--- src/rtl/mss_pkg.sv ---
// ----------------------------------------------------------------------------
// mss_pkg
// Shared types and constants of the maximal square scanner.
// ----------------------------------------------------------------------------
package mss_pkg;

    localparam int SYM_W     = 8;
    localparam int SIZE_W    = 11;
    localparam int ROW_W     = 16;
    localparam int BCOL_W    = 10;
    localparam int GCOLS_W   = 11;
    localparam int CFG_IDX_W = 2;
    localparam int CFG_DAT_W = 16;

    localparam logic [SIZE_W-1:0] SIZE_SAT = {SIZE_W{1'b1}};

    // register indexes of the configuration port
    localparam logic [CFG_IDX_W-1:0] REG_GRID_COLS   = 2'd0;
    localparam logic [CFG_IDX_W-1:0] REG_GRID_ROWS   = 2'd1;
    localparam logic [CFG_IDX_W-1:0] REG_EMPTY_SYM   = 2'd2;
    localparam logic [CFG_IDX_W-1:0] REG_OBSTACLE_SYM = 2'd3;

    localparam logic [GCOLS_W-1:0] GRID_COLS_RST   = 11'd1;
    localparam logic [ROW_W-1:0]   GRID_ROWS_RST   = 16'd1;
    localparam logic [SYM_W-1:0]   EMPTY_SYM_RST    = 8'd46;
    localparam logic [SYM_W-1:0]   OBSTACLE_SYM_RST = 8'd111;

    typedef struct packed {
        logic [SYM_W-1:0] symbol;
        logic             grid_start;
    } in_item_t;

    typedef struct packed {
        logic [SIZE_W-1:0] cell_size;
        logic [SIZE_W-1:0] best_size;
        logic [ROW_W-1:0]  best_row;
        logic [BCOL_W-1:0] best_col;
        logic              bad_symbol;
        logic              grid_done;
    } out_item_t;

    typedef struct packed {
        logic [GCOLS_W-1:0] grid_cols;
        logic [ROW_W-1:0]   grid_rows;
        logic [SYM_W-1:0]   empty_symbol;
        logic [SYM_W-1:0]   obstacle_symbol;
    } cfg_t;

    // per-item control carried from the front end to the compute stage
    typedef struct packed {
        logic is_empty;
        logic is_bad;
        logic start;
        logic last_col;
        logic last_row;
        logic col_zero;
        logic row_zero;
        logic fwd_hit;
    } ctl_t;

endpackage

--- src/rtl/mss_core.sv ---
// ----------------------------------------------------------------------------
// mss_core
// Compute stage: square size from left, top and diagonal neighbours, best
// square tracking, row store write-back and the output register.
// ----------------------------------------------------------------------------
module mss_core #(
    parameter int CW = 10
) (
    input  logic                        clk,
    input  logic                        rst_n,
    input  logic                        s1_valid,
    input  logic [CW-1:0]               s1_col,
    input  logic [mss_pkg::ROW_W-1:0]   s1_row,
    input  mss_pkg::ctl_t               s1_ctl,
    input  logic [mss_pkg::SIZE_W-1:0]  rd_data,
    output logic                        s1_fire,
    output logic                        wr_en,
    output logic [CW-1:0]               wr_addr,
    output logic [mss_pkg::SIZE_W-1:0]  wr_data,
    output logic                        out_valid,
    input  logic                        out_stall,
    output mss_pkg::out_item_t          out_item
);

    localparam int SW = mss_pkg::SIZE_W;
    localparam int RW = mss_pkg::ROW_W;

    logic               out_valid_reg;
    logic               out_valid_next;
    mss_pkg::out_item_t out_reg;
    mss_pkg::out_item_t out_next;

    logic [SW-1:0]      left_reg;
    logic [SW-1:0]      left_next;
    logic [SW-1:0]      diag_reg;
    logic [SW-1:0]      diag_next;
    logic [SW-1:0]      best_val_reg;
    logic [SW-1:0]      best_val_next;
    logic [RW-1:0]      best_row_reg;
    logic [RW-1:0]      best_row_next;
    logic [CW-1:0]      best_col_reg;
    logic [CW-1:0]      best_col_next;
    logic               err_reg;
    logic               err_next;

    logic [SW-1:0]      top;
    logic [SW-1:0]      left;
    logic [SW-1:0]      diag;
    logic [SW-1:0]      min_lt;
    logic [SW-1:0]      min_all;
    logic [SW-1:0]      size;
    logic [SW-1:0]      bv;
    logic [RW-1:0]      br;
    logic [CW-1:0]      bc;
    logic               err;
    logic               done;

    assign s1_fire = s1_valid && (!out_valid_reg || !out_stall);

    always_comb
    begin
        top  = s1_ctl.row_zero ? '0 : (s1_ctl.fwd_hit ? out_reg.cell_size : rd_data);
        left = s1_ctl.col_zero ? '0 : left_reg;
        diag = (s1_ctl.col_zero || s1_ctl.row_zero) ? '0 : diag_reg;

        min_lt  = (left < top) ? left : top;
        min_all = (min_lt < diag) ? min_lt : diag;

        size = '0;
        if (s1_ctl.is_empty)
        begin
            size = (min_all == mss_pkg::SIZE_SAT) ? mss_pkg::SIZE_SAT : min_all + SW'(1);
        end

        // a new grid starts from a clean best square and error flag
        bv  = s1_ctl.start ? '0 : best_val_reg;
        br  = s1_ctl.start ? '0 : best_row_reg;
        bc  = s1_ctl.start ? '0 : best_col_reg;
        err = (s1_ctl.start ? 1'b0 : err_reg) | s1_ctl.is_bad;
        if (size > bv)
        begin
            bv = size;
            br = s1_row;
            bc = s1_col;
        end

        done = s1_ctl.last_col && s1_ctl.last_row;

        out_next.cell_size  = size;
        out_next.best_size  = bv;
        out_next.best_row   = br;
        out_next.best_col   = mss_pkg::BCOL_W'(bc);
        out_next.bad_symbol = err;
        out_next.grid_done  = done;
    end

    always_comb
    begin
        left_next     = left_reg;
        diag_next     = diag_reg;
        best_val_next = best_val_reg;
        best_row_next = best_row_reg;
        best_col_next = best_col_reg;
        err_next      = err_reg;
        if (s1_fire)
        begin
            if (done)
            begin
                left_next     = '0;
                diag_next     = '0;
                best_val_next = '0;
                best_row_next = '0;
                best_col_next = '0;
                err_next      = 1'b0;
            end
            else
            begin
                best_val_next = bv;
                best_row_next = br;
                best_col_next = bc;
                err_next      = err;
                if (s1_ctl.last_col)
                begin
                    left_next = '0;
                    diag_next = '0;
                end
                else
                begin
                    left_next = size;
                    diag_next = top;
                end
            end
        end
    end

    always_comb
    begin
        out_valid_next = out_valid_reg;
        if (s1_fire)
        begin
            out_valid_next = 1'b1;
        end
        else if (!out_stall)
        begin
            out_valid_next = 1'b0;
        end
    end

    always_ff @(posedge clk or negedge rst_n)
    begin
        if (!rst_n)
        begin
            out_valid_reg <= 1'b0;
            left_reg      <= '0;
            diag_reg      <= '0;
            best_val_reg  <= '0;
            best_row_reg  <= '0;
            best_col_reg  <= '0;
            err_reg       <= 1'b0;
        end
        else
        begin
            out_valid_reg <= out_valid_next;
            left_reg      <= left_next;
            diag_reg      <= diag_next;
            best_val_reg  <= best_val_next;
            best_row_reg  <= best_row_next;
            best_col_reg  <= best_col_next;
            err_reg       <= err_next;
        end
    end

    always_ff @(posedge clk)
    begin
        if (s1_fire)
        begin
            out_reg <= out_next;
        end
    end

    assign wr_en     = s1_fire;
    assign wr_addr   = s1_col;
    assign wr_data   = size;
    assign out_valid = out_valid_reg;
    assign out_item  = out_reg;

    // the best square is never smaller than the cell just reported
    a_best_covers_cell: assert property (@(posedge clk) disable iff (!rst_n)
        out_valid_reg |-> out_reg.cell_size <= out_reg.best_size)
        else $error("best size below cell size");

    // the last cell of a grid leaves a clean best square and error flag
    a_done_clears: assert property (@(posedge clk) disable iff (!rst_n)
        s1_fire && done |=> best_val_reg == '0 && !err_reg && left_reg == '0)
        else $error("grid state not cleared after last cell");

    // an empty top-left corner always forms a square of one
    a_corner_unit: assert property (@(posedge clk) disable iff (!rst_n)
        s1_fire && s1_ctl.col_zero && s1_ctl.row_zero && s1_ctl.is_empty
        |=> out_reg.cell_size == SW'(1))
        else $error("corner cell size not one");

    // an unknown symbol always shows in the error flag of its own item
    a_bad_flagged: assert property (@(posedge clk) disable iff (!rst_n)
        s1_fire && s1_ctl.is_bad |=> out_reg.bad_symbol && out_reg.cell_size == '0)
        else $error("unknown symbol not flagged");

endmodule

--- config.mk ---
export PLATFORM = sky130hd
export DESIGN_NAME = mss_core
export DESIGN_NICKNAME = d
export VERILOG_FILES = /design/src/rtl/mss_pkg.sv /design/src/rtl/mss_core.sv
export SDC_FILE = /design/constraint.sdc
export NUM_CORES = 1
export LEC_CHECK = 0
export ABC_AREA = 1
export BUFFER_PORTS_ARGS = -buffer_cell sky130_fd_sc_hd__buf_4
export CORE_UTILIZATION = 56
export DETAILED_ROUTE_END_ITERATION = 12
export PLACE_DENSITY = 0.87
export SKIP_CTS_REPAIR_TIMING = 1
export SYNTH_ARGS = -nofsm -noshare
export SYNTH_HDL_FRONTEND = slang
export SYNTH_SLANG_ARGS = --single-unit
--- constraint.sdc ---
create_clock -name clk -period 7.8 [get_ports clk]
set_input_delay 0.39 -clock clk [delete_from_list [all_inputs] [get_ports clk]]
set_output_delay 0.39 -clock clk [all_outputs]
set_load 0.02 [all_outputs]
==> results by group <==
Power
  – Sequential Power Share: 0.358
  – Clock power frac: 0.165
  – Static leakage: 3.670 nW
  – Net Sw Frac: 0.4179
  – Pwr dens: 336.6 nW/µm²
  – Internal power: 1.444 mW
  – Combinational power share: 0.477
  – Worst vdd ir: 0.2697 mV
  – Switching pwr: 1.037 mW

Yosys
  – Xor/xnor cell area share of the yosys netlist: 0.001408
  – Yosys cell types: 39
  – Top_reg_cell synth: dfrtp_1
  – Seq/Total Area, Yosys: 0.4869
  – Compound-Gate Fraction of Synth Area: 0.1131
  – Syn. warnings: 0
  – Yosys reg bits: 111
  – Post-Syn Area: 6218 µm²
  – Area contributors post-synth: dfrtp_1 (25%), edfxtp_1 (24%), nand2_1 (11%), ha_1 (6.2%), nand3_1 (4.8%)
  – Asr flop ratio synth: 0.5495
  – Post-synth top area share: 0.2455
  – Synthesized net count: 785
  – Mean Syn Cell Area: 8.821 µm²
  – Post-synth EDFFs: 50
  – Yosys top cell by area: dfrtp_1
  – Gate Count Post-Synth: 705
  – Synth Area in Adders: 0.06237
  – Largest family of logic cells by synthesized area: simple AND/OR/NAND/NOR gates
  – Simple-gate share of the synthesized area: 0.2533
  – Mux cell area share after synthesis: 0

Timing
  – Setup tns final: 0 ns
  – F_max: 140.2 MHz
  – Worst-Margin Slew: 0.7939 ns
  – Fin crit share: 0.9143
  – Count of final setup violators: 0
  – Worst Skew: 0.01554 ns
  – Slew headroom: 0.4652
  – Final hold violations: 0
  – Fin crit period: 7.132 ns
  – Final Max Tran Viols: 0
  – RSZ-0062 raised after global routing: false

Worst setup path
  – WS Path Type: reg2reg
  – Worst path slowest cell: o21ai_0
  – Worst EP arrival: 7.40 ns
  – Crit path launch type: register
  – Setup crit end kind: register
  – Crit Path Max Fanout: 24
  – Worst Path Required: 8.07 ns
  – Most frequent CP cell: nand2_1
  – R2r worst-path depth: 37
  – Max incr delay on CP: 0.66 ns

Global routing
  – Vias in the first global route: 5134
  – First-pass GRT wire length: 26590 µm
  – Grt ovf: 0
  – Antenna violations before repair: 0
  – Largest net degree at the start of global routing: 62
  – Global router's overall resource usage: 0.3064

CTS
  – Clock buffer depth: 2
  – Worst-skew pair later-pin latency: 0.39 ns
  – CTS Sinks: 111
  – TritonCTS Buffers: 9
  – Clk pin slew, worst setup/hold paths: 0.11 ns
  – CTS root buf: clkbuf_8
  – CTS tree: built
  – CTS H-tree depth: 3

Hold path
  – Worst hold path type: in2async

Finish
  – Fin nets: 881
  – Layout cell share with drive strength beyond 1: 0.2469
  – Number of flip-flops in the largest register: 50
  – Commonest non-fill, non-tap cell in the layout: nand2_1
  – Non-Filler Instances: 946
  – ANT cells: 0
  – Most frequent cells in the layout: nand2_1 (184), buf_4 (127), inv_1 (65)
  – Synthesis-to-finish area growth: 18.49%

Routing
  – Final ANT Viol Nets: 0
  – # DRC: 0
  – Via density: 5.577
  – Detailed-route via count: 5276
  – Drt total wl: 16690 µm
  – Pre-Repair DR Iteration Count: 7
  – Starting DRC count in detailed routing: 419
  – WL per Instance: 17.65 µm

Floorplanning
  – Die height: 107.4 µm
  – I/O pin count: 123
  – Core area: 10840 µm²
  – Area of the die: 11530 µm²
  – Initial core utilization: 0.5736
  – Num rows: 38
  – Die W: 107.4 µm

Run status
  – Status: finished clean

Placed design
  – GP Congestion: 0.9340
  – Placed Cells: 930
  – Port Buffer Count: 122
  – Dpl hpwl: 12160 µm

Run
  – MaxCap Viol Count: 0
==> cell type report <==
class                   count  area (µm²)
repair buffers            128       973.4
multi-input cells         478        2678
inverters                  73       274.0
well taps                 140       175.2
clock inverters             7       116.4
fillers                   833        3472
flip-flops and latches    111        3028
clock buffers               9       123.9
==> cells in the mapped netlist (13+ instances only) <==
| master | n |
|---|---|
| a21oi_1 | 13 |
| a22o_1 | 27 |
| buf_4 | 16 |
| clkbuf_1 | 21 |
| dfrtp_1 | 61 |
| edfxtp_1 | 50 |
| ha_1 | 31 |
| inv_1 | 65 |
| nand2_1 | 184 |
| nand2_2 | 17 |
| nand3_1 | 60 |
| nor2_1 | 48 |
| o21ai_0 | 29 |
| o22ai_1 | 17 |
==> metrics by stage <==
| step | area, µm² | hold slack (ns) | total power [mW] | worst slack (ns) | util |
|---|---|---|---|---|---|
| after detailed placement | 7128 | 0.4700 | 2.061 | 0.5748 | 0.6575 |
| after global placement | 7128 | 0.4615 | 2.019 | 0.6526 | 0.6575 |
| after CTS | 7368 | 0.1063 | 2.478 | 0.8010 | 0.6797 |
| after global routing | 7368 | 0.1396 | 2.644 | 0.2248 | 0.6797 |
| after floorplan | 6218 | 0.09441 | 1.706 | 1.414 | - |
| final | 7368 | 0.07152 | 2.480 | 0.6684 | 0.6797 |
==> layer usage <==
metal,up-vias,global-route usage,part of all wire
li1,2536,-,-
met1,2500,0.3930,0.40
met2,219,0.5378,0.52
met3,21,0.04540,0.061
met4,0,0.08806,0.020
met5,-,0,0
==> cell families after synthesis <==
| kind of cell | Yosys count |
|---|---|
| buf+inv | 116 |
| compound gates | 105 |
| flops | 111 |
| fa+ha+maj | 31 |
| simple gates | 341 |
| xor+xnor | 1 |
==> worst max-delay path: cells and delay by family (launching register included) <==
kind	cells	cell delay (ns)
AOI/OAI and AO/OA	14	2.62
adders and majority gates	4	1.27
buffers and inverters	4	0.74
DFF	1	0.47
and+or+nand+nor	15	1.91
==> power by group through the flow <==
stage / clock network [mW] / registers (mW) / logic [mW]
after floorplan: 0 / 0.988 / 0.718
after detailed placement: 0 / 0.894 / 1.17
after CTS: 0.414 / 0.887 / 1.18
after global routing: 0.435 / 0.902 / 1.31
final: 0.409 / 0.888 / 1.18
after global placement: 0 / 0.891 / 1.13
==> final timing paths <==
kind	slack, ns	start	end
setup / recovery	0.67	out_item[49]	best_col_reg[1]
min in group clk	0.24	out_stall	out_valid
setup reg to reg	0.67	out_item[49]	best_col_reg[1]
hold / removal	0.07	rst_n	best_row_reg[2]
max in group asynchronous	7.18	rst_n	diag_reg[3]
hold reg to reg	0.49	best_val_reg[10]	best_val_reg[10]
Note: power is estimated with default switching activity, not from simulation.
