## config.mk

```make
export PLATFORM = sky130hd
export DESIGN_NAME = mss_front
export DESIGN_NICKNAME = d
export VERILOG_FILES = /design/src/rtl/mss_pkg.sv /design/src/rtl/mss_front.sv
export SDC_FILE = /design/constraint.sdc
export NUM_CORES = 1
export LEC_CHECK = 0
export BUFFER_PORTS_ARGS = -buffer_cell sky130_fd_sc_hd__buf_2
export CORE_MARGIN = 2
export CORE_UTILIZATION = 40
export DETAILED_ROUTE_END_ITERATION = 10
export PLACE_DENSITY = 0.66
export SETUP_SLACK_MARGIN = 0.3
export SYNTH_ARGS = -nofsm -noshare
export SYNTH_HDL_FRONTEND = slang
export SYNTH_SLANG_ARGS = --single-unit
```

## constraint.sdc

```tcl
create_clock -name clk -period 4.6 [get_ports clk]
set_input_delay 0.23 -clock clk [delete_from_list [all_inputs] [get_ports clk]]
set_output_delay 0.23 -clock clk [all_outputs]
set_load 0.02 [all_outputs]
```

## src/rtl/mss_pkg.sv

```systemverilog
// ----------------------------------------------------------------------------
// mss_pkg
// Shared types and constants of the maximal square scanner.
// ----------------------------------------------------------------------------
package mss_pkg;

    localparam int SYM_W     = 8;
    localparam int SIZE_W    = 11;
    localparam int ROW_W     = 16;
    localparam int BCOL_W    = 10;
    localparam int GCOLS_W   = 11;
    localparam int CFG_IDX_W = 2;
    localparam int CFG_DAT_W = 16;

    localparam logic [SIZE_W-1:0] SIZE_SAT = {SIZE_W{1'b1}};

    // register indexes of the configuration port
    localparam logic [CFG_IDX_W-1:0] REG_GRID_COLS   = 2'd0;
    localparam logic [CFG_IDX_W-1:0] REG_GRID_ROWS   = 2'd1;
    localparam logic [CFG_IDX_W-1:0] REG_EMPTY_SYM   = 2'd2;
    localparam logic [CFG_IDX_W-1:0] REG_OBSTACLE_SYM = 2'd3;

    localparam logic [GCOLS_W-1:0] GRID_COLS_RST   = 11'd1;
    localparam logic [ROW_W-1:0]   GRID_ROWS_RST   = 16'd1;
    localparam logic [SYM_W-1:0]   EMPTY_SYM_RST    = 8'd46;
    localparam logic [SYM_W-1:0]   OBSTACLE_SYM_RST = 8'd111;

    typedef struct packed {
        logic [SYM_W-1:0] symbol;
        logic             grid_start;
    } in_item_t;

    typedef struct packed {
        logic [SIZE_W-1:0] cell_size;
        logic [SIZE_W-1:0] best_size;
        logic [ROW_W-1:0]  best_row;
        logic [BCOL_W-1:0] best_col;
        logic              bad_symbol;
        logic              grid_done;
    } out_item_t;

    typedef struct packed {
        logic [GCOLS_W-1:0] grid_cols;
        logic [ROW_W-1:0]   grid_rows;
        logic [SYM_W-1:0]   empty_symbol;
        logic [SYM_W-1:0]   obstacle_symbol;
    } cfg_t;

    // per-item control carried from the front end to the compute stage
    typedef struct packed {
        logic is_empty;
        logic is_bad;
        logic start;
        logic last_col;
        logic last_row;
        logic col_zero;
        logic row_zero;
        logic fwd_hit;
    } ctl_t;

endpackage

```

## src/rtl/mss_front.sv

```systemverilog
// ----------------------------------------------------------------------------
// mss_front
// Input side: classifies the symbol, tracks row and column, issues the row
// store read and holds the item for the compute stage.
// ----------------------------------------------------------------------------
module mss_front #(
    parameter int MAX_COLS = 1024,
    parameter int CW       = 10,
    parameter int EW       = 11
) (
    input  logic                   clk,
    input  logic                   rst_n,
    input  logic                   in_valid,
    output logic                   in_stall,
    input  mss_pkg::in_item_t      in_item,
    input  mss_pkg::cfg_t          cfg,
    input  logic                   s1_fire,
    output logic                   s1_valid,
    output logic [CW-1:0]          s1_col,
    output logic [mss_pkg::ROW_W-1:0] s1_row,
    output mss_pkg::ctl_t          s1_ctl,
    output logic                   rd_en,
    output logic [CW-1:0]          rd_addr
);

    localparam int RW = mss_pkg::ROW_W;

    logic              s1_valid_reg;
    logic              s1_valid_next;
    logic [CW-1:0]     s1_col_reg;
    logic [RW-1:0]     s1_row_reg;
    mss_pkg::ctl_t     s1_ctl_reg;
    logic [CW-1:0]     col_cnt_reg;
    logic [CW-1:0]     col_cnt_next;
    logic [RW-1:0]     row_cnt_reg;
    logic [RW-1:0]     row_cnt_next;

    logic              accept;
    logic [CW-1:0]     col_cur;
    logic [RW-1:0]     row_cur;
    logic [EW-1:0]     cols_eff;
    logic [RW:0]       rows_eff;
    logic [EW-1:0]     col_plus;
    logic [RW:0]       row_plus;
    mss_pkg::ctl_t     ctl;

    assign in_stall = s1_valid_reg && !s1_fire;
    assign accept   = in_valid && !in_stall;

    // zero counts act as one, too many columns clamp to the store depth
    always_comb
    begin
        if (cfg.grid_cols == '0)
        begin
            cols_eff = EW'(1);
        end
        else if (EW'(cfg.grid_cols) > EW'(MAX_COLS))
        begin
            cols_eff = EW'(MAX_COLS);
        end
        else
        begin
            cols_eff = EW'(cfg.grid_cols);
        end
        rows_eff = (cfg.grid_rows == '0) ? (RW+1)'(1) : {1'b0, cfg.grid_rows};
    end

    assign col_cur  = in_item.grid_start ? '0 : col_cnt_reg;
    assign row_cur  = in_item.grid_start ? '0 : row_cnt_reg;
    assign col_plus = EW'(col_cur) + EW'(1);
    assign row_plus = {1'b0, row_cur} + (RW+1)'(1);

    always_comb
    begin
        ctl.is_empty = 1'b0;
        ctl.is_bad   = 1'b0;
        if (in_item.symbol == cfg.obstacle_symbol)
        begin
            ctl.is_empty = 1'b0;
        end
        else if (in_item.symbol == cfg.empty_symbol)
        begin
            ctl.is_empty = 1'b1;
        end
        else
        begin
            ctl.is_bad = 1'b1;
        end
        ctl.start    = in_item.grid_start;
        ctl.last_col = col_plus >= cols_eff;
        ctl.last_row = row_plus >= rows_eff;
        ctl.col_zero = col_cur == '0;
        ctl.row_zero = row_cur == '0;
        // the item leaving the compute stage writes this entry at the same edge
        ctl.fwd_hit  = s1_fire && (s1_col_reg == col_cur);
    end

    always_comb
    begin
        col_cnt_next = col_cnt_reg;
        row_cnt_next = row_cnt_reg;
        if (accept)
        begin
            if (ctl.last_col && ctl.last_row)
            begin
                col_cnt_next = '0;
                row_cnt_next = '0;
            end
            else if (ctl.last_col)
            begin
                col_cnt_next = '0;
                row_cnt_next = row_cur + RW'(1);
            end
            else
            begin
                col_cnt_next = col_cur + CW'(1);
                row_cnt_next = row_cur;
            end
        end
    end

    always_comb
    begin
        s1_valid_next = s1_valid_reg;
        if (accept)
        begin
            s1_valid_next = 1'b1;
        end
        else if (s1_fire)
        begin
            s1_valid_next = 1'b0;
        end
    end

    always_ff @(posedge clk or negedge rst_n)
    begin
        if (!rst_n)
        begin
            s1_valid_reg <= 1'b0;
            col_cnt_reg  <= '0;
            row_cnt_reg  <= '0;
        end
        else
        begin
            s1_valid_reg <= s1_valid_next;
            col_cnt_reg  <= col_cnt_next;
            row_cnt_reg  <= row_cnt_next;
        end
    end

    always_ff @(posedge clk)
    begin
        if (accept)
        begin
            s1_col_reg <= col_cur;
            s1_row_reg <= row_cur;
            s1_ctl_reg <= ctl;
        end
    end

    assign s1_valid = s1_valid_reg;
    assign s1_col   = s1_col_reg;
    assign s1_row   = s1_row_reg;
    assign s1_ctl   = s1_ctl_reg;
    assign rd_en    = accept;
    assign rd_addr  = col_cur;

endmodule

```

==> impl_metrics.sql, run 1 <==
INSERT INTO impl_metrics (metric_group, metric, value, unit) VALUES
('outcome', 'status', 'completed', ''),
('setup_path', 'timing.reg2reg.setup_slack', '0.59', 'ns'),
('die', 'die_h', '105', 'um'),
('clocking', 'insertion_delay', '0.34', 'ns'),
('min_path', 'worstHoldPathCells', '2', ''),
('cells_and_area', 'multi_input_area', '0.00218', 'sq mm'),
('die', 'core_region_area', '0.00982', 'sq mm'),
('min_path', 'holdPathEnd', 's1_valid', ''),
('clocking', 'clock_tree_from_tritoncts', 'done', ''),
('power_and_ir_drop', 'leakage_power', '2.38', 'nW'),
('yosys', 'synth.net_count', '511', ''),
('clocking', 'cell_at_the_root_of_the_clock_tree', 'clkbuf_8', ''),
('sta', 'slew_violations', '0', ''),
('sta', 'max_freq', '249', 'MHz'),
('sta', 'slew-limit-headroom', '39.3', '%'),
('detailed_routing', 'num_vias', '3530', ''),
('detailed_routing', 'drtAntennaViolNets', '0', ''),
('clocking', 'tritoncts_num_sinks', '61', ''),
('grt', 'grt_pass1_vias', '3495', ''),
('sta', 'period_share', '87.2', '%'),
('yosys', 'synth_top_family_by_area', 'simple AND/OR/NAND/NOR gates', ''),
('sta', 'totalNegativeSetupSlack', '0', 'ns'),
('yosys', 'synth_cells', '424', ''),
('yosys', 'async_flop_share', '44.3', '%'),
('grt', 'grt_start_max_net_pins', '41', ''),
('grt', 'grtUsageTotal', '18.6', '%'),
('cells_and_area', 'area_delta_synth_final', '22.2', '%'),
('sta', 'finalHoldViolCount', '0', ''),
('yosys', 'synth-edff-count', '34', ''),
('detailed_routing', 'drt_iter0_markers', '248', ''),
('setup_path', 'timing.critical_path.cells', 'nor2b_1, ha_1, nand4_1, nor4_4, nand3_1, nand2_1, o21ai_0, ha_1, a2111oi_0, o21ai_0, a32oi_1, nand3_2, nor2_1, nand2_2, o311ai_2', ''),
('setup_path', 'rr_worst_depth', '15', ''),
('setup_path', 'timing.critical_path.buf_inv', '0', ''),
('setup_path', 'regToRegStartpoint', 'row_cnt_reg[1]', ''),
('yosys', 'synth_xor_xnor_area_share', '9.50', '%'),
('cells_and_area', 'antenna-diode-count', '0', ''),
('detailed_routing', 'drt-total-wl', '9970', 'um'),
('cells_and_area', 'fin_nets', '617', ''),
('setup_path', 'regToRegEndpoint', 'row_cnt_reg[15]', ''),
('place', 'dp_slack', '0.347', 'ns'),
('place', 'port-buffer-count', '102', ''),
('power_and_ir_drop', 'power.density_cell_area', '271', 'mW/mm^2'),
('clocking', 'cts.htree.levels', '3', ''),
('grt', 'grt_first_pass_wirelength', '16600', 'um'),
('yosys', 'post_synth_instance_area', '0.00406', 'sq mm'),
('detailed_routing', 'drc', '0', ''),
('place', 'dp_hpwl', '7450', 'um'),
('yosys', 'compound_gate_portion_of_the_synthesized_area', '11.4', '%'),
('yosys', 'ys_seq_area_share', '41.8', '%'),
('cells_and_area', 'filler_cell_count', '953', ''),
('clocking', 'tritoncts.num_buffers', '9', ''),
('setup_path', 'cpMaxStageDelayCell', 'nor4_4', ''),
('yosys', 'synth.avg_cell_area', '9.57', 'sq um'),
('setup_path', 'worstSetupEndpointType', 'flop', ''),
('sta', 'finClkSkew', '0.00956', 'ns'),
('setup_path', 'timing_worst_setup_path_type', 'flop to flop', ''),
('cells_and_area', 'layout_common_cells', 'buf_2 (102), nand2_1 (54), edfxtp_1 (34)', ''),
('min_path', 'hold_path.class', 'input pin to flop', ''),
('detailed_routing', 'detail_route.wl_per_cell', '14.9', 'um'),
('die', 'start_util', '41.3', '%'),
('yosys', 'ys.flop_type', 'edfxtp_1', ''),
('sta', 'worst_slack', '0.590', 'ns'),
('yosys', 'synthAdderAreaFrac', '9.56', '%'),
('yosys', 'netlist-cell-type-count', '53', ''),
('place', 'gpl.final_weighted_congestion', '0.908', ''),
('setup_path', 'timing.critical_path.from_type', 'flop', ''),
('min_path', 'min-delay-start', 'in_valid', ''),
('yosys', 'synthSimpleGateAreaFrac', '23.1', '%'),
('sta', 'rsz0062_at_grt', 'true', ''),
('die', 'fp.dieArea', '0.0110', 'sq mm'),
('clocking', 'cts_max_path_buffers', '2', '');
-- synth_stat cells, types with 6 or more instances --
cell type,instances
nand2_1,55
edfxtp_1,34
ha_1,31
xnor2_1,30
dfrtp_1,27
inv_1,26
nor2b_1,25
o21ai_0,25
nand3_1,23
nor2_1,17
xor2_1,14
clkbuf_1,12
a21oi_1,11
nand4_1,9
nor4_1,9
nand2b_1,7
and3_1,6
o211ai_1,6
o31ai_1,6
-- per-stage QoR --
step	total power [mW]	instance area, sq um	instances	util (%)	hold WS, ns
after CTS	1.35	4900	662	49.9	0.107
final	1.34	4960	668	50.5	0.112
after global routing	1.40	4960	668	50.5	0.104
after floorplan	0.759	4060	424	-	-0.0656
after detailed placement	0.840	4680	645	47.6	0.301
after global placement	0.834	4680	645	47.6	0.298
-- metal layers --
metal  vias to the layer above  routed length [um]  GRT usage, %  share of wire, %
met2                       134                4720          29.7                47
met5                         -                   0             0                 0
li1                       1720                   -             -                 -
met3                        26                 688          4.12               6.9
met1                      1650                4340          24.6                43
met4                         0                 227          7.43               2.3
-- timing repair --
item,CTS,global route
endpoints found under the hold margin,27,0
buffers inserted,0,6
resized for setup,0,2
hold buffers,1,0
endpoints found under the setup margin,0,1
-- cell families after synthesis --
kind of cell             Yosys count
AND/OR/NAND/NOR                  173
AO/OA/AOI/OAI                     70
flip-flops                        61
adder cells (fa/ha/maj)           31
XOR/XNOR                          44
buffers and inverters             45
-- worst reg2reg max path, delay by kind of cell, from the launching register on --
kind	cells	cell delay, ns
compound gates	5	1.14
fa+ha+maj	2	0.52
flops	1	0.36
simple gates	8	1.87
-- worst max path at each step --
stage | from | endpoint | cells after the start
2_1_floorplan | in_item[0] | row_cnt_reg[15] | 20
3_3_place_gp | in_item[0] | row_cnt_reg[15] | 17
3_5_place_dp | in_item[0] | row_cnt_reg[15] | 17
4_1_cts | row_cnt_reg[1] | row_cnt_reg[15] | 15
5_1_grt | row_cnt_reg[1] | row_cnt_reg[15] | 15
6_report | row_cnt_reg[1] | row_cnt_reg[15] | 15
-- report_power, final --
group          internal, mW  leakage (nW)  switching (mW)  total, mW
clock network         0.302         0.107           0.214      0.516
registers             0.606         0.702          0.0139      0.619
logic                0.0804          1.57           0.128      0.209
total                 0.988          2.38           0.356       1.34
-- layout make-up --
type	instances	area share, %
Inverter	27	2.04
Multi-Input combinational cell	318	44.0
Tap cell	133	3.36
Clock inverter	7	1.82
Sequential cell	61	34.2
Clock buffer	9	2.50
Timing Repair Buffer	113	12.0
(Power assumes the default switching activity.)
==> run 2: changes to the inputs <==
ABC_AREA = 1   (was not set)
PLACE_DENSITY = 0.65   (was 0.66)
==> run 2 against run 1 <==
  * Worst hold slack improved by 0.020 ns
  * Maximum frequency up 10%
  * Flip-flop and latch count stayed put
  * Synthesized cell count grew 36%
  * Highest routed layer unchanged
  * Critical path depth rose by 6
  * Synthesized area up 10%
  * Global-route usage up 0.93 points
  * Power grew 20%
==> impl_metrics.sql, run 2 <==
INSERT INTO impl_metrics (metric_group, metric, value, unit) VALUES
('outcome', 'status', 'completed', ''),
('yosys', 'ys.flop_type', 'edfxtp_1', ''),
('yosys', 'ys_seq_area_share', '37.9', '%'),
('setup_path', 'worst_path_most_repeated_cell', 'nand2_1', ''),
('sta', 'rsz0062_at_grt', 'false', ''),
('yosys', 'synth_cells', '576', ''),
('setup_path', 'timing.critical_path.from_type', 'flop', ''),
('power_and_ir_drop', 'post-layout-total-power', '1.62', 'mW'),
('power_and_ir_drop', 'power_spent_charging_and_discharging_nets', '0.561', 'mW'),
('cells_and_area', 'drive_gt1_share', '24.5', '%'),
('setup_path', 'regToRegEndpoint', 'row_cnt_reg[8]', ''),
('setup_path', 'worst_ep_required_time', '4.83', 'ns'),
('sta', 'finalHoldViolCount', '0', ''),
('sta', 'slew-limit-headroom', '40.8', '%'),
('grt', 'globalRouteOverflowTotal', '0', ''),
('die', 'core_region_area', '0.0109', 'sq mm'),
('die', 'placementRows', '38', ''),
('setup_path', 'crit_path_end', 'row_cnt_reg[8]', ''),
('yosys', 'synth.net_count', '663', ''),
('grt', 'antenna_found_initial', '0', ''),
('detailed_routing', 'drc', '0', ''),
('yosys', 'synth-edff-count', '34', ''),
('clocking', 'clkTransAtPathRegs', '0.07', 'ns'),
('power_and_ir_drop', 'leakage_power', '2.76', 'nW'),
('setup_path', 'regToRegStartpoint', 'col_cnt_reg[0]', ''),
('detailed_routing', 'detail_route.first_pass.iterations', '5', ''),
('power_and_ir_drop', 'power.density_cell_area', '305', 'mW/mm^2'),
('clocking', 'cell_at_the_root_of_the_clock_tree', 'clkbuf_8', ''),
('place', 'port-buffer-count', '102', ''),
('yosys', 'async_flop_share', '44.3', '%'),
('sta', 'worst_slack', '0.957', 'ns'),
('place', 'gpl.final_weighted_congestion', '0.846', ''),
('clocking', 'tritoncts_num_sinks', '61', ''),
('sta', 'totalNegativeSetupSlack', '0', 'ns'),
('cells_and_area', 'antenna-diode-count', '0', ''),
('detailed_routing', 'drtAntennaViolNets', '0', ''),
('grt', 'grt_pass1_vias', '3874', ''),
('power_and_ir_drop', 'clock_power_share', '28.9', '%'),
('die', 'die_w', '110', 'um'),
('grt', 'grtUsageTotal', '19.5', '%'),
('sta', 'setup_violations', '0', ''),
('detailed_routing', 'drt_iter0_markers', '252', ''),
('yosys', 'synth_top_cells_by_area', 'edfxtp_1 (23%), dfrtp_1 (15%), nand2_1 (12%)', ''),
('yosys', 'post_synth_instance_area', '0.00447', 'sq mm'),
('die', 'start_util', '41.1', '%'),
('detailed_routing', 'detail_route.wl_per_cell', '13.3', 'um'),
('clocking', 'tritoncts.num_buffers', '9', ''),
('detailed_routing', 'num_vias', '4070', ''),
('yosys', 'netlist-cell-type-count', '42', ''),
('clocking', 'insertion_delay', '0.34', 'ns'),
('cells_and_area', 'area_delta_synth_final', '18.6', '%'),
('setup_path', 'cpMaxStageDelayCell', 'or2_2', ''),
('grt', 'grt_first_pass_wirelength', '18200', 'um'),
('power_and_ir_drop', 'power.share.sequential', '42.6', '%'),
('sta', 'finClkSkew', '0.00590', 'ns'),
('sta', 'slew_violations', '0', ''),
('min_path', 'hold_path.class', 'input pin to flop', ''),
('place', 'placed_cells', '809', ''),
('sta', 'max_freq', '274', 'MHz'),
('power_and_ir_drop', 'swShare', '34.7', '%'),
('cells_and_area', 'layout_common_cells', 'nand2_1 (141), buf_2 (102), inv_1 (88)', ''),
('place', 'postPlaceCellArea', '0.00511', 'sq mm'),
('place', 'dp_slack', '0.718', 'ns'),
('die', 'fp.dieArea', '0.0120', 'sq mm'),
('yosys', 'flop_and_latch_count_out_of_synthesis', '61', ''),
('yosys', 'post-synth-top-area-fraction', '22.8', '%'),
('cells_and_area', 'fin_nets', '768', ''),
('min_path', 'min-delay-start', 'in_valid', ''),
('setup_path', 'crit_start', 'col_cnt_reg[0]', ''),
('power_and_ir_drop', 'pwr-share-comb', '28.5', '%'),
('setup_path', 'cp_data_arrival_time', '3.87', 'ns'),
('clocking', 'clock_tree_from_tritoncts', 'done', ''),
('setup_path', 'rr_worst_depth', '21', ''),
('cells_and_area', 'post_layout_nonfiller_instances', '826', ''),
('sta', 'period_share', '79.2', '%'),
('die', 'boundaryPins', '103', ''),
('die', 'die_h', '110', 'um'),
('power_and_ir_drop', 'p_int', '1.06', 'mW'),
('yosys', 'synth.top_cells.by_count', 'nand2_1 (141), inv_1 (88), nor2_1 (66)', ''),
('setup_path', 'timing.reg2reg.setup_slack', '0.96', 'ns'),
('cells_and_area', 'layout_commonest_cell', 'nand2_1', ''),
('sta', 'worst-slew-pin-transition', '0.888', 'ns'),
('detailed_routing', 'drt-total-wl', '11000', 'um'),
('clocking', 'post-cts-setup-buffer-count', '0', ''),
('clocking', 'cts_max_path_buffers', '2', ''),
('power_and_ir_drop', 'vdd_drop_max', '155', 'uV'),
('yosys', 'ys.warnings.count', '0', ''),
('run', 'max-cap-violations', '0', ''),
('yosys', 'yosys.cell_count.top_type', 'nand2_1', ''),
('setup_path', 'timing.critical_path.cells', 'inv_1, nor2_1, ha_1, nand3_1, nor2_1, nand2_1, nor2_2, nand3_1, nand2_1, inv_2, ha_1, nand2_1, nor2_1, nand2_1, and2_1, nand3_2, buf_4, inv_1, or2_2, nand3_2, nand2_1', ''),
('setup_path', 'timing_worst_setup_path_type', 'flop to flop', ''),
('yosys', 'synthDominantAreaCellType', 'edfxtp_1', ''),
('place', 'dp_hpwl', '8460', 'um'),
('setup_path', 'critPathMaxFanout', '28', ''),
('sta', 'final.min_clock_period', '3.64', 'ns'),
('detailed_routing', 'route.detailed.vias_per_inst', '4.93', ''),
('setup_path', 'worstSetupEndpointType', 'flop', ''),
('yosys', 'synth.avg_cell_area', '7.76', 'sq um'),
('clocking', 'cts.htree.levels', '3', ''),
('setup_path', 'peak_per_stage_delay_on_the_critical_path', '0.36', 'ns'),
('cells_and_area', 'final_design_area_no_fill', '0.00530', 'sq mm'),
('grt', 'grt_start_max_net_pins', '37', '');
## run 2: cell types whose count changed in the layout (fill, tap and decap cells not counted), moves of 6 or more
cell | previous run | this run
buf_4 | 10 | 2
inv_1 | 25 | 88
nand2_1 | 54 | 141
nand2b_1 | 7 | 0
nand3_1 | 23 | 30
nand3_2 | 1 | 12
nor2_1 | 17 | 65
nor2_2 | 0 | 9
nor2b_1 | 25 | 0
o211ai_1 | 6 | 0
o21ai_0 | 25 | 15
or2_2 | 0 | 9
xnor2_1 | 30 | 14
## run 2: worst min-delay path by stage
| stage | slack, ns | depth (start not counted) | endpoint |
|---|---|---|---|
| finish | 0.13 | 3 | s1_valid |
| global route | 0.13 | 3 | s1_valid |
| CTS | 0.13 | 3 | s1_valid |
| detailed placement | 0.31 | 1 | row_cnt_reg[10] |
| global placement | 0.32 | 1 | col_cnt_reg[9] |
| floorplan | -0.07 | 0 | col_cnt_reg[0] |
## run 2: cells by family (layout without fill, tap and decap cells)
kind of cell | Yosys count | after routing | synth area share, %
simple gates | 312 | 312 | 33.4
buf+inv | 106 | 216 | 9.63
flops | 61 | 61 | 37.9
compound gates | 39 | 39 | 5.06
fa+ha+maj | 31 | 31 | 8.67
xor+xnor | 27 | 27 | 5.29
## run 2: power groups by stage
stage | registers, mW | logic (mW) | clock network, mW
final | 0.690 | 0.461 | 0.467
after global routing | 0.695 | 0.528 | 0.501
after CTS | 0.689 | 0.465 | 0.477
after detailed placement | 0.699 | 0.462 | 0
after global placement | 0.699 | 0.452 | 0
after floorplan | 0.724 | 0.291 | 0
## run 2: repair_timing
action	in CTS	in global routing
hold buffers	1	0
gates resized for setup	0	0
hold endpoints to repair	27	0
## run 2: final cells by class
cell class	count	area, sq um
Clock buffer	11	131
Fill cell	1054	5580
Inverter	95	362
Clock inverter	5	51.3
Tap cell	140	175
Multi-Input combinational cell	409	2350
Timing Repair Buffer	105	536
Sequential cell	61	1700
## run 2: layer usage
layer	global-route usage (%)	wire (um)
met5	0	0
met4	5.42	128
met3	3.02	593
met2	33.5	5380
met1	25.5	4920
## run 2: per-stage QoR
stage	hold WS, ns	util (%)
after CTS	0.126	48.7
after floorplan	-0.0656	-
final	0.132	48.7
after detailed placement	0.315	46.9
after global routing	0.133	48.7
after global placement	0.317	46.9
## run 2: critical path, delay by kind of cell, from the launching register on
family / cells / cell delay (ns)
flip-flops: 1 / 0.33
adder cells (fa/ha/maj): 2 / 0.54
buffers and inverters: 4 / 0.72
AND/OR/NAND/NOR: 15 / 1.93
==> run 3: changes to the inputs <==
ABC_AREA = 0   (was 1)
PLACE_DENSITY = 0.68   (was 0.65)
clock period = 3.2 ns   (was 4.6 ns; I/O delays follow)
==> run 3 against run 2 <==
  * The run now ends with negative setup slack left
  * Clock power is 73% higher
  * Sequential share of layout area shrank 2.0 points
  * Global-route usage up 0.62 points
  * Worst hold slack got worse by 0.096 ns
==> impl_metrics.sql, run 3 (synthesized netlist as in run 1, its figures left out) <==
INSERT INTO impl_metrics (metric_group, metric, value, unit) VALUES
('clocking', 'cts_max_path_buffers', '2', ''),
('die', 'start_util', '41.3', '%'),
('clocking', 'cell_at_the_root_of_the_clock_tree', 'clkbuf_8', ''),
('grt', 'grt_start_max_net_pins', '47', ''),
('detailed_routing', 'drtAntennaViolNets', '0', ''),
('outcome', 'status', 'finished with violations', ''),
('cells_and_area', 'layout_common_cells', 'buf_2 (102), buf_4 (65), nand2_1 (53)', ''),
('place', 'port-buffer-count', '102', ''),
('setup_path', 'cp_data_arrival_time', '3.47', 'ns'),
('grt', 'grtUsageTotal', '20.2', '%'),
('power_and_ir_drop', 'power.density_cell_area', '363', 'mW/mm^2'),
('sta', 'rsz0062_at_grt', 'true', ''),
('detailed_routing', 'detail_route.wl_per_cell', '15.4', 'um'),
('setup_path', 'worst_ep_required_time', '3.41', 'ns'),
('die', 'boundaryPins', '103', ''),
('grt', 'antenna_found_initial', '0', ''),
('detailed_routing', 'drc', '0', ''),
('sta', 'totalNegativeSetupSlack', '-0.280', 'ns'),
('setup_path', 'regToRegStartpoint', 'row_cnt_reg[1]', ''),
('cells_and_area', 'register_area', '0.00170', 'sq mm'),
('sta', 'period_share', '102', '%'),
('die', 'core_region_area', '0.00982', 'sq mm'),
('sta', 'final.min_clock_period', '3.26', 'ns'),
('grt', 'global_route.usage.met2', '34.5', '%'),
('die', 'fp.dieArea', '0.0110', 'sq mm'),
('cells_and_area', 'drive_gt1_share', '38.5', '%'),
('place', 'dp_slack', '-0.259', 'ns'),
('grt', 'grt_first_pass_wirelength', '17700', 'um'),
('cells_and_area', 'multi_input_area', '0.00236', 'sq mm'),
('cells_and_area', 'filler_cell_count', '872', ''),
('min_path', 'min-delay-start', 'in_valid', ''),
('sta', 'setup_violations', '10', ''),
('die', 'die_h', '105', 'um'),
('setup_path', 'rr_worst_depth', '17', ''),
('cells_and_area', 'area_delta_synth_final', '39.7', '%'),
('power_and_ir_drop', 'vdd_drop_max', '166', 'uV'),
('clocking', 'tritoncts_num_sinks', '61', ''),
('cells_and_area', 'layout_commonest_cell', 'buf_2', ''),
('place', 'postPlaceCellArea', '0.00511', 'sq mm'),
('place', 'dp_hpwl', '8220', 'um'),
('sta', 'finalHoldViolCount', '0', ''),
('outcome', 'failing_checks', 'negative setup slack', ''),
('setup_path', 'timing.reg2reg.setup_slack', '-0.06', 'ns'),
('setup_path', 'critPathMaxFanout', '15', ''),
('power_and_ir_drop', 'leakage_power', '2.77', 'nW'),
('sta', 'slew-limit-headroom', '56.6', '%'),
('clocking', 'tritoncts.num_buffers', '9', ''),
('setup_path', 'timing_worst_setup_path_type', 'flop to flop', ''),
('detailed_routing', 'route.detailed.vias_per_inst', '5.28', ''),
('clocking', 'insertion_delay', '0.35', 'ns'),
('setup_path', 'timing.critical_path.from_type', 'flop', ''),
('min_path', 'holdPathEnd', 's1_valid', ''),
('sta', 'finClkSkew', '0.00933', 'ns'),
('clocking', 'clkTransAtPathRegs', '0.07', 'ns'),
('sta', 'worst-slew-pin-transition', '0.651', 'ns'),
('clocking', 'cts.htree.levels', '3', ''),
('cells_and_area', 'antenna-diode-count', '0', ''),
('min_path', 'hold_path.class', 'input pin to flop', ''),
('grt', 'routing_layer_with_the_top_usage_in_global_route', 'met2', ''),
('cells_and_area', 'fin_nets', '680', ''),
('detailed_routing', 'drt_iter0_markers', '223', ''),
('grt', 'grt_pass1_vias', '3830', ''),
('cells_and_area', 'final_design_area_no_fill', '0.00567', 'sq mm'),
('sta', 'slew_violations', '0', ''),
('power_and_ir_drop', 'post-layout-total-power', '2.06', 'mW'),
('die', 'placementRows', '36', ''),
('detailed_routing', 'drt-total-wl', '11300', 'um'),
('grt', 'met1_layer_usage_reported_by_global_route', '24.7', '%'),
('min_path', 'worstHoldPathCells', '2', ''),
('run', 'max-cap-violations', '0', ''),
('setup_path', 'regToRegEndpoint', 'row_cnt_reg[14]', ''),
('place', 'gpl.final_weighted_congestion', '0.908', ''),
('detailed_routing', 'detail_route.first_pass.iterations', '5', ''),
('setup_path', 'worstSetupEndpointType', 'flop', ''),
('grt', 'met3_usage', '3.06', '%'),
('sta', 'max_freq', '307', 'MHz'),
('clocking', 'clock_tree_from_tritoncts', 'done', ''),
('grt', 'globalRouteOverflowTotal', '0', ''),
('place', 'placed_cells', '696', ''),
('detailed_routing', 'num_vias', '3859', ''),
('cells_and_area', 'post_layout_nonfiller_instances', '731', ''),
('sta', 'worst_slack', '-0.0615', 'ns'),
('die', 'die_w', '105', 'um');
## run 3: worst max path at each step
| stage | start | end | slack [ns] |
|---|---|---|---|
| 6_report | row_cnt_reg[1] | row_cnt_reg[14] | -0.06 |
| 5_1_grt | row_cnt_reg[1] | row_cnt_reg[10] | -0.29 |
| 4_1_cts | row_cnt_reg[1] | row_cnt_reg[10] | 0.006 |
| 3_5_place_dp | in_item[0] | row_cnt_reg[0] | -0.26 |
| 3_3_place_gp | in_item[0] | row_cnt_reg[0] | -0.15 |
| 2_1_floorplan | in_item[0] | row_cnt_reg[10] | -0.28 |
## run 3: per-layer routing
layer	wire [um]	part of all wire (%)	vias to the layer above
met3	608	5.4	29
met5	0	0	-
met4	343	3.0	0
met1	4720	42	1829
li1	-	-	1855
met2	5590	50	146
## run 3: per-stage QoR
step                hold WS, ns  utilization (%)
CTS                      0.0293             56.3
global route             0.0269             57.7
global placement          0.230             52.1
floorplan                -0.136                -
finish                   0.0359             57.7
detailed placement        0.226             52.1
## run 3: cell type report
| class | count | area share [%] |
|---|---|---|
| Inverter | 27 | 1.83 |
| Clock buffer | 13 | 2.98 |
| Multi-Input combinational cell | 318 | 41.6 |
| Sequential cell | 61 | 29.9 |
| Tap cell | 133 | 2.94 |
| Clock inverter | 3 | 1.19 |
| Timing Repair Buffer | 176 | 19.5 |
## run 3: critical path, stage by stage, from the launching register on
cell,delay [ns]
dfrtp_1,0.36
nor2b_4,0.18
ha_4,0.14
nand4_1,0.11
buf_4,0.18
nor4_4,0.19
xor2_1,0.15
ha_1,0.37
buf_4,0.13
nand2_1,0.08
nor3_2,0.22
buf_4,0.15
a32oi_2,0.04
nand3_2,0.17
buf_8,0.18
nor2b_1,0.06
o311ai_1,0.30
o31ai_2,0.12
## run 3: where the power goes
group | switching (mW) | internal [mW]
logic | 0.205 | 0.154
clock network | 0.306 | 0.503
registers | 0.0210 | 0.871
## run 3: what timing repair did
| item | CTS | global route |
|---|---|---|
| gates resized for setup | 18 | 29 |
| endpoints found under the setup margin | 28 | 24 |
| pin swaps | 15 | 5 |
| hold buffers | 1 | 0 |
| setup buffers | 12 | 6 |
| endpoints found under the hold margin | 27 | 0 |
